===== src/rtl/phvg_pkg.sv =====
// phvg_pkg: shared widths, constants, register codes and gate structs
// for the pitch history vote and voice gate; no dependencies
package phvg_pkg;

  localparam int HistDepth = 20;
  localparam int FrameBins = 1024;

  localparam int BinW  = 10;
  localparam int MagW  = 24;
  localparam int NsW   = 11;
  localparam int WtW   = $clog2(FrameBins + 1);
  localparam int WSumW = 15;
  localparam int VSumW = 40;
  localparam int CntW  = 20;
  localparam int IdxW  = $clog2(HistDepth);
  localparam int ProdW = MagW + WSumW;
  localparam int CfgW  = 24;
  localparam int CfgIdxW = 2;

  localparam logic [CntW-1:0] CntMax = {CntW{1'b1}};

  localparam logic [MagW-1:0] VolLimitRst   = MagW'(696);
  localparam logic [BinW-1:0] JumpBinsRst   = BinW'(10);
  localparam logic [CntW-1:0] MinVoiceRst   = CntW'(441);
  localparam logic [CntW-1:0] SilenceDropRst = CntW'(8820);

  typedef enum logic [CfgIdxW-1:0] {
    RegVolLimit,
    RegJumpBins,
    RegMinVoice,
    RegSilenceDrop
  } cfg_reg_e;

  typedef struct packed {
    logic [BinW-1:0] jump_bins;
    logic [CntW-1:0] min_voice;
    logic [CntW-1:0] silence_drop;
  } gate_cfg_t;

  typedef struct packed {
    logic            voiced;
    logic [BinW-1:0] start_bin;
    logic            onset;
    logic [CntW-1:0] duration;
  } gate_stat_t;

endpackage


===== src/rtl/phvg_gate.sv =====
// phvg_gate: silence/duration counters, voiced flag, base and reference bin
// uses phvg_pkg; updated once per frame with samples by the top level sequencer
module phvg_gate (
  input  logic                      clk_i,
  input  logic                      rst_ni,
  input  logic                      upd_i,
  input  logic                      loud_i,
  input  logic [phvg_pkg::BinW-1:0] vbin_i,
  input  logic [phvg_pkg::WtW-1:0]  ns_i,
  input  phvg_pkg::gate_cfg_t       cfg_i,
  output phvg_pkg::gate_stat_t      stat_o
);

  logic [phvg_pkg::CntW-1:0] sil_q, dur_q;
  logic                      voiced_q, onset_q;
  logic [phvg_pkg::BinW-1:0] start_q, ref_q;

  logic [phvg_pkg::BinW-1:0] ref_sel, diff;
  logic [phvg_pkg::CntW-1:0] dur_base, dur_sat, sil_sat;
  logic [phvg_pkg::CntW:0]   dur_sum, sil_sum;
  logic                      jump;

  always_comb begin
    ref_sel  = voiced_q ? ref_q : vbin_i;
    diff     = (vbin_i >= ref_sel) ? (vbin_i - ref_sel) : (ref_sel - vbin_i);
    jump     = (diff >= cfg_i.jump_bins);
    // a new run or a jump restarts the duration before adding this frame
    dur_base = (voiced_q && !jump) ? dur_q : '0;
    dur_sum  = {1'b0, dur_base} + (phvg_pkg::CntW+1)'(ns_i);
    dur_sat  = dur_sum[phvg_pkg::CntW] ? phvg_pkg::CntMax : dur_sum[phvg_pkg::CntW-1:0];
    sil_sum  = {1'b0, sil_q} + (phvg_pkg::CntW+1)'(ns_i);
    sil_sat  = sil_sum[phvg_pkg::CntW] ? phvg_pkg::CntMax : sil_sum[phvg_pkg::CntW-1:0];
  end

  always_ff @(posedge clk_i or negedge rst_ni) begin
    if (!rst_ni) begin
      sil_q    <= '0;
      dur_q    <= '0;
      voiced_q <= 1'b0;
      onset_q  <= 1'b0;
      start_q  <= '0;
      ref_q    <= '0;
    end else if (upd_i) begin
      if (!loud_i) begin
        sil_q   <= sil_sat;
        dur_q   <= '0;
        onset_q <= 1'b0;
        if (sil_sat > cfg_i.silence_drop) begin
          voiced_q <= 1'b0;
        end
      end else begin
        if (!voiced_q) begin
          start_q <= vbin_i;
          ref_q   <= vbin_i;
        end
        dur_q   <= dur_sat;
        onset_q <= jump;
        sil_q   <= '0;
        if (dur_sat > cfg_i.min_voice) begin
          voiced_q <= 1'b1;
        end
      end
    end
  end

  assign stat_o.voiced    = voiced_q;
  assign stat_o.start_bin = start_q;
  assign stat_o.onset     = onset_q;
  assign stat_o.duration  = dur_q;

endmodule


===== src/rtl/pitch_history_vote_voice_gate.sv =====
// pitch_history_vote_voice_gate: frame history, weighted bin vote, volume test
// uses phvg_pkg and phvg_gate
//
//  channel | signals                                        | direction
//  --------+------------------------------------------------+----------
//  frame   | in_valid_i/in_ready_o, peak_bin, peak_magnitude,| in
//          | new_samples                                    |
//  result  | out_valid_o/out_ready_i, voice_bin .. duration | out
//  config  | cfg_we_i, cfg_idx_i, cfg_wdata_i                | in
//
// a frame with samples passes these steps from its accepting edge to the result
// load: the per-entry weight lanes, the newest-first vote scan, the shared
// multiplier forming magnitude times weight, the limit product while the last
// sum lands, then compare, gate update and load.
// ready returns in the cycle after the load.
// a frame with zero samples is accepted and leaves everything alone.
// reset clears history, counters and config to defaults; a finished result
// waits in the output register while the next frame is processed, and the
// sequencer holds before loading only if that register is full and not taken.
module pitch_history_vote_voice_gate (
  input  logic                        clk_i,
  input  logic                        rst_ni,
  input  logic                        in_valid_i,
  output logic                        in_ready_o,
  input  logic [phvg_pkg::BinW-1:0]   peak_bin_i,
  input  logic [phvg_pkg::MagW-1:0]   peak_magnitude_i,
  input  logic [phvg_pkg::NsW-1:0]    new_samples_i,
  output logic                        out_valid_o,
  input  logic                        out_ready_i,
  output logic [phvg_pkg::BinW-1:0]   voice_bin_o,
  output logic [phvg_pkg::VSumW-1:0]  volume_sum_o,
  output logic [phvg_pkg::WSumW-1:0]  weight_sum_o,
  output logic                        loud_o,
  output logic                        voice_active_o,
  output logic [phvg_pkg::BinW-1:0]   base_bin_o,
  output logic                        onset_o,
  output logic [phvg_pkg::CntW-1:0]   duration_count_o,
  input  logic                        cfg_we_i,
  input  logic [phvg_pkg::CfgIdxW-1:0] cfg_idx_i,
  input  logic [phvg_pkg::CfgW-1:0]   cfg_wdata_i
);

  typedef enum logic [2:0] {
    StIdle,
    StWacc,
    StPick,
    StVmac,
    StLmul,
    StCmp,
    StGate,
    StOut
  } state_e;

  localparam logic [phvg_pkg::IdxW-1:0] LastIdx = phvg_pkg::IdxW'(phvg_pkg::HistDepth - 1);

  // configuration
  logic [phvg_pkg::MagW-1:0] vol_limit_q;
  phvg_pkg::gate_cfg_t       gcfg_q;

  always_ff @(posedge clk_i or negedge rst_ni) begin
    if (!rst_ni) begin
      vol_limit_q         <= phvg_pkg::VolLimitRst;
      gcfg_q.jump_bins    <= phvg_pkg::JumpBinsRst;
      gcfg_q.min_voice    <= phvg_pkg::MinVoiceRst;
      gcfg_q.silence_drop <= phvg_pkg::SilenceDropRst;
    end else if (cfg_we_i) begin
      unique case (phvg_pkg::cfg_reg_e'(cfg_idx_i))
        phvg_pkg::RegVolLimit:    vol_limit_q <= cfg_wdata_i[phvg_pkg::MagW-1:0];
        phvg_pkg::RegJumpBins:    gcfg_q.jump_bins <= cfg_wdata_i[phvg_pkg::BinW-1:0];
        phvg_pkg::RegMinVoice:    gcfg_q.min_voice <= cfg_wdata_i[phvg_pkg::CntW-1:0];
        phvg_pkg::RegSilenceDrop: gcfg_q.silence_drop <= cfg_wdata_i[phvg_pkg::CntW-1:0];
        default: ;
      endcase
    end
  end

  state_e                     state_q;
  logic [phvg_pkg::IdxW-1:0]  idx_q;
  logic [phvg_pkg::BinW-1:0]  hist_bin_q [phvg_pkg::HistDepth];
  logic [phvg_pkg::MagW-1:0]  hist_mag_q [phvg_pkg::HistDepth];
  logic [phvg_pkg::WtW-1:0]   hist_wt_q  [phvg_pkg::HistDepth];
  logic [phvg_pkg::WSumW-1:0] acc_q      [phvg_pkg::HistDepth];
  logic [phvg_pkg::WSumW-1:0] best_w_q;
  logic [phvg_pkg::BinW-1:0]  vbin_q;
  logic [phvg_pkg::ProdW-1:0] prod_q;
  logic                       pv_q;
  logic [phvg_pkg::VSumW-1:0] vsum_q;
  logic                       loud_q;

  logic                       in_fire, take;
  logic [phvg_pkg::WtW-1:0]   ns_clamp;
  logic [phvg_pkg::MagW-1:0]  mul_a;
  logic [phvg_pkg::WSumW-1:0] mul_b;
  logic                       vmatch;
  logic                       gate_upd;
  phvg_pkg::gate_stat_t       gstat;

  assign in_ready_o = (state_q == StIdle);
  assign in_fire    = in_valid_i && in_ready_o;
  assign take       = in_fire && (new_samples_i != '0);
  assign ns_clamp   = (new_samples_i > phvg_pkg::NsW'(phvg_pkg::FrameBins))
                      ? phvg_pkg::WtW'(phvg_pkg::FrameBins)
                      : phvg_pkg::WtW'(new_samples_i);

  // history shift line, newest at the top index
  always_ff @(posedge clk_i or negedge rst_ni) begin
    if (!rst_ni) begin
      for (int k = 0; k < phvg_pkg::HistDepth; k++) begin
        hist_bin_q[k] <= '0;
        hist_mag_q[k] <= '0;
        hist_wt_q[k]  <= '0;
      end
    end else if (take) begin
      for (int k = 0; k < phvg_pkg::HistDepth - 1; k++) begin
        hist_bin_q[k] <= hist_bin_q[k+1];
        hist_mag_q[k] <= hist_mag_q[k+1];
        hist_wt_q[k]  <= hist_wt_q[k+1];
      end
      hist_bin_q[phvg_pkg::HistDepth-1] <= peak_bin_i;
      hist_mag_q[phvg_pkg::HistDepth-1] <= peak_magnitude_i;
      hist_wt_q[phvg_pkg::HistDepth-1]  <= ns_clamp;
    end
  end

  // weight lanes: each entry sums the weights of all entries with its bin
  always_ff @(posedge clk_i) begin
    if (state_q == StWacc) begin
      for (int k = 0; k < phvg_pkg::HistDepth; k++) begin
        acc_q[k] <= ((idx_q == '0) ? '0 : acc_q[k])
                  + ((hist_bin_q[k] == hist_bin_q[idx_q])
                     ? phvg_pkg::WSumW'(hist_wt_q[idx_q]) : '0);
      end
    end
  end

  // shared multiplier: magnitude times weight, then limit times best weight
  assign vmatch = (hist_bin_q[idx_q] == vbin_q);
  always_comb begin
    if (state_q == StLmul) begin
      mul_a = vol_limit_q;
      mul_b = best_w_q;
    end else begin
      mul_a = hist_mag_q[idx_q];
      mul_b = phvg_pkg::WSumW'(hist_wt_q[idx_q]);
    end
  end

  assign gate_upd = (state_q == StGate);

  always_ff @(posedge clk_i or negedge rst_ni) begin
    if (!rst_ni) begin
      state_q          <= StIdle;
      idx_q            <= '0;
      pv_q             <= 1'b0;
      out_valid_o      <= 1'b0;
      best_w_q         <= '0;
      vbin_q           <= '0;
      prod_q           <= '0;
      vsum_q           <= '0;
      loud_q           <= 1'b0;
      voice_bin_o      <= '0;
      volume_sum_o     <= '0;
      weight_sum_o     <= '0;
      loud_o           <= 1'b0;
      voice_active_o   <= 1'b0;
      base_bin_o       <= '0;
      onset_o          <= 1'b0;
      duration_count_o <= '0;
    end else begin
      // in StOut the load below decides the valid flag
      if (out_valid_o && out_ready_i && (state_q != StOut)) begin
        out_valid_o <= 1'b0;
      end
      if (pv_q) begin
        vsum_q <= vsum_q + phvg_pkg::VSumW'(prod_q);
      end
      unique case (state_q)
        StIdle: begin
          if (take) begin
            idx_q   <= '0;
            state_q <= StWacc;
          end
        end
        StWacc: begin
          if (idx_q == LastIdx) begin
            best_w_q <= '0;
            state_q  <= StPick;
          end else begin
            idx_q <= idx_q + 1'b1;
          end
        end
        StPick: begin
          // newest first, strict compare keeps the newest bin on ties
          if (acc_q[idx_q] > best_w_q) begin
            best_w_q <= acc_q[idx_q];
            vbin_q   <= hist_bin_q[idx_q];
          end
          if (idx_q == '0) begin
            vsum_q  <= '0;
            state_q <= StVmac;
          end else begin
            idx_q <= idx_q - 1'b1;
          end
        end
        StVmac: begin
          prod_q <= vmatch ? (phvg_pkg::ProdW'(mul_a) * phvg_pkg::ProdW'(mul_b)) : '0;
          pv_q   <= 1'b1;
          if (idx_q == LastIdx) begin
            state_q <= StLmul;
          end else begin
            idx_q <= idx_q + 1'b1;
          end
        end
        StLmul: begin
          // last product is added this cycle while the limit product forms
          prod_q  <= phvg_pkg::ProdW'(mul_a) * phvg_pkg::ProdW'(mul_b);
          pv_q    <= 1'b0;
          state_q <= StCmp;
        end
        StCmp: begin
          loud_q  <= (vsum_q > phvg_pkg::VSumW'(prod_q));
          state_q <= StGate;
        end
        StGate: begin
          state_q <= StOut;
        end
        StOut: begin
          if (!out_valid_o || out_ready_i) begin
            out_valid_o      <= 1'b1;
            voice_bin_o      <= vbin_q;
            volume_sum_o     <= vsum_q;
            weight_sum_o     <= best_w_q;
            loud_o           <= loud_q;
            voice_active_o   <= gstat.voiced;
            base_bin_o       <= gstat.start_bin;
            onset_o          <= gstat.onset;
            duration_count_o <= gstat.duration;
            idx_q            <= '0;
            state_q          <= StIdle;
          end
        end
        default: state_q <= StIdle;
      endcase
    end
  end

  phvg_gate u_gate (
    .clk_i  (clk_i),
    .rst_ni (rst_ni),
    .upd_i  (gate_upd),
    .loud_i (loud_q),
    .vbin_i (vbin_q),
    .ns_i   (hist_wt_q[phvg_pkg::HistDepth-1]),
    .cfg_i  (gcfg_q),
    .stat_o (gstat)
  );

`ifndef SYNTHESIS
  a_zero_frame_no_work: assert property (@(posedge clk_i) disable iff (!rst_ni)
    (in_valid_i && in_ready_o && (new_samples_i == '0)) |=> in_ready_o)
    else $error("frame with zero samples started processing");

  a_weight_nonzero: assert property (@(posedge clk_i) disable iff (!rst_ni)
    (state_q == StOut) |-> (best_w_q != '0))
    else $error("vote finished with zero winning weight");

  a_onset_needs_loud: assert property (@(posedge clk_i) disable iff (!rst_ni)
    out_valid_o && onset_o |-> loud_o)
    else $error("onset flagged on a quiet frame");

  a_loud_needs_volume: assert property (@(posedge clk_i) disable iff (!rst_ni)
    out_valid_o && loud_o |-> (volume_sum_o != '0))
    else $error("loud frame with zero volume sum");

  a_gate_before_load: assert property (@(posedge clk_i) disable iff (!rst_ni)
    (state_q == StOut) |-> $past(state_q == StGate) || $past(state_q == StOut))
    else $error("result load without gate update");
`endif

endmodule

===== config.mk =====
export PLATFORM = sky130hd
export DESIGN_NAME = pitch_history_vote_voice_gate
export DESIGN_NICKNAME = d
export VERILOG_FILES = /design/src/rtl/phvg_pkg.sv /design/src/rtl/phvg_gate.sv /design/src/rtl/pitch_history_vote_voice_gate.sv
export SDC_FILE = /design/constraint.sdc
export NUM_CORES = 2
export LEC_CHECK = 0
export BUFFER_PORTS_ARGS = -buffer_cell sky130_fd_sc_hd__buf_2
export CORE_MARGIN = 2
export CORE_UTILIZATION = 60
export CTS_BUF_LIST = sky130_fd_sc_hd__clkbuf_16
export CTS_CLUSTER_DIAMETER = 120
export DETAILED_ROUTE_END_ITERATION = 6
export PLACE_DENSITY_LB_ADDON = 0.05
export SLEW_MARGIN = 20
export SYNTH_ARGS = -nofsm -noshare
export SYNTH_HDL_FRONTEND = slang
export SYNTH_SLANG_ARGS = --single-unit

===== constraint.sdc =====
create_clock -name clk_i -period 44.8 [get_ports clk_i]
set_input_delay 4.48 -clock clk_i [delete_from_list [all_inputs] [get_ports clk_i]]
set_output_delay 4.48 -clock clk_i [all_outputs]
set_load 0.05 [all_outputs]

==> metrics.txt <==
Die H=409 um; clock root cell=clkbuf_16; cts hold-fix bufs=0; Detailed Routing Iterations Pass 1=6; Top Ports=176; drt drc=0; initial antenna violation count=4; length of routed met2 wiring=122 mm; clock buffer depth=3; Worst Setup End Kind=flop; Inserted Diodes=0; Post CTS Setup Buffer Count=0; post-cts gate resize count=0; setup_tns=0 ps; Vias per Instance=5.82; Slew @ Worst Pin=1320 ps; H-tree Lvls=4; Final setup viols=0; Slew headroom=12.2%; Slowest-stage cell, CP=a221oi_1; Critical Path RT=45500 ps; First DRT Iteration DRCs=6786; Final #Nets=roughly 11000; Min-Delay Path Class=flop to flop; metal3 WL=13.8 mm; row count=148; ys flop type=dfrtp_1; vias in the first global route=around 75000; all-layer global routing usage=31.1%; grt total ovfl=0; initial core utilization=60.4%; power per cell area=between 60 and 70 mW/mm2; placed cell count=12400; most common cell after layout, fill and taps aside=nand2_1; CP max FO=37; layout cell share with drive strength beyond 1=10.8%; fin. max-slew vios=0; Cell Area, Synth=between 0.09 and 0.1 mm2; Seq cells post-synth=1549; Syn Inst Count=10400; Fmax=0.0879 GHz; peak supply drop=0.0818 mV; total wire length=255 mm; Routed wire per std cell=approximately 20 um; DR top layer=met4; cell mode on critical path=fa_1; crit share post-route=25.4%; type of origin of the critical path=flop; Finished Layout Cells=12700; critical path buffer and inverter count=5; Clock transition at path regs=60 ps; commonest non-fill, non-tap cells in the layout=nand2_1, dfrtp_1, inv_1; EDFF count, synth=300; register area share after synthesis=between 40% and 50%; CP peak stage delay=between 900 and 1000 ps; Arr. time, crit path=12080 ps; clk sink count=1549; HPWL after detailed placement=about 180 mm; RePlAce Congestion=around 0.9; worst skew pair latency=830 ps; Port Buf Inserts=around 180; synth unique cells=78; vias=73900; total CTS buffers=169; TritonCTS clock tree=done; asr flop ratio synth=80.6%; # fillers=~13000; final hold vios=0; crit path kind=flop to flop; largest net degree at the start of global routing=approximately 250; Leak Pwr=52.2 nW; unrepaired setup endpoints after global routing=false; area delta synth->final=8.08%; r2r setup slk=about 33000 ps; Chip Width=409 um; antenna-violating nets left=0; CORE AREA=0.163 mm2; M1 WL=111 mm; die area=~0.17 mm2; Crit path max-delay family=adder cells; synthesized area per cell=9.44 um2; number of synthesis warnings=0; first-pass GRT wire length=413 mm; outcome=complete, no violations; fin crit period=11380 ps; Fin Clk Skew=30.5 ps; MaxCap Viol Count=0; syn nets=approximately 11000
[cell type report]
cell class                 count  area [um2]  area share [%]
inverter                     652        2450            2.30
clock buffer                 173        4330            4.07
tap                         2175        2720            2.56
multi-input combinational   7685       53600            50.4
sequential                  1549       40300            37.9
timing repair buffer         315        2030            1.91
clock inverter               134        1010           0.951
[state kept, by name, summed over array words and instances (netlist names), 20 cells and up]
signal	cells
acc_q	300
hist_bin_q	200
prod_q	39
u_gate.dur_q	20
duration_count_o	20
vol_limit_q	24
volume_sum_o	40
u_gate.sil_q	20
vsum_q	40
gcfg_q	50
hist_mag_q	480
hist_wt_q	220
[worst paths after layout]
kind,end,start,depth (start not counted)
min,hist_mag_q[474]$_DFFE_PN0P_,hist_mag_q[474]$_DFFE_PN0P_,2
max,prod_q[33]$_DFFE_PN0P_,idx_q[0]$_DFFE_PN0P_,27
max in group asynchronous,hist_bin_q[14]$_DFFE_PN0P_,rst_ni,4
min reg2reg,hist_mag_q[474]$_DFFE_PN0P_,hist_mag_q[474]$_DFFE_PN0P_,2
min in group asynchronous,duration_count_o[17]$_DFFE_PN0P_,rst_ni,1
max reg2reg,prod_q[33]$_DFFE_PN0P_,idx_q[0]$_DFFE_PN0P_,27
[cell usage after synthesis (all sizes together) (45+ instances only)]
cell type	number	area, um2
buf	159	886
xnor2	309	2710
o21ai	302	1510
and2	227	1420
a21boi	52	390
nor2b	130	813
o21a	55	413
xor2	160	1400
mux2	159	1790
nand2b	45	282
clkbuf	388	1460
dfrtp	1230	30800
nand4	68	425
nor3	50	255
a21oi	360	1820
nand3	79	395
nand2	3354	12600
mux2i	48	480
ha	514	6430
a21o	86	646
nor2	588	2210
fa	310	6210
mux4	349	7860
edfxtp	300	9010
or3	49	307
inv	652	2450
[report_power, final]
| part | internal (W) | switching [W] |
|---|---|---|
| registers | 0.00196 | 0.000402 |
| clock network | 0.000764 | 0.000603 |
| logic | 0.00118 | 0.00194 |
[kinds of logic after synthesis]
family | Yosys count | synth area share, %
flip-flops | 1549 | 40.9
adder cells (fa/ha/maj) | 824 | 12.8
buffers and inverters | 1199 | 4.86
multiplexers | 556 | 10.3
AO/OA/AOI/OAI | 1122 | 7.11
XOR/XNOR | 469 | 4.17
AND/OR/NAND/NOR | 4714 | 19.8
[layer usage]
metal | global-route usage, % | up-vias
li1 | - | 34400
met1 | 43.4 | 37100
met2 | 50.6 | 1987
met3 | 4.19 | 451
met4 | 9.93 | 0
met5 | 0 | -
[worst reg2reg max path: cells and delay by family, from the launching register on]
kind | cells | cell delay [ps]
AOI/OAI and AO/OA | 8 | 3030
muxes | 2 | 1100
and+or+nand+nor | 5 | 1550
adders and majority gates | 7 | 3150
buffers and inverters | 5 | 1650
DFF | 1 | 790
[stage by stage]
step | worst slack [ps] | area (um2) | total power [W] | hold slack [ps] | util [%]
floorplan | 28870 | 98500 | 0.00460 | 440 | -
global placement | 33580 | 101000 | 0.00538 | 453 | 62.0
detailed placement | 33490 | 101000 | 0.00549 | 457 | 62.0
CTS | 33430 | 106000 | 0.00687 | 478 | 65.3
global route | 32960 | 106000 | 0.00730 | 494 | 65.3
finish | 33420 | 106000 | 0.00685 | 474 | 65.3
No activity file was read; power rests on OpenSTA's default activity.
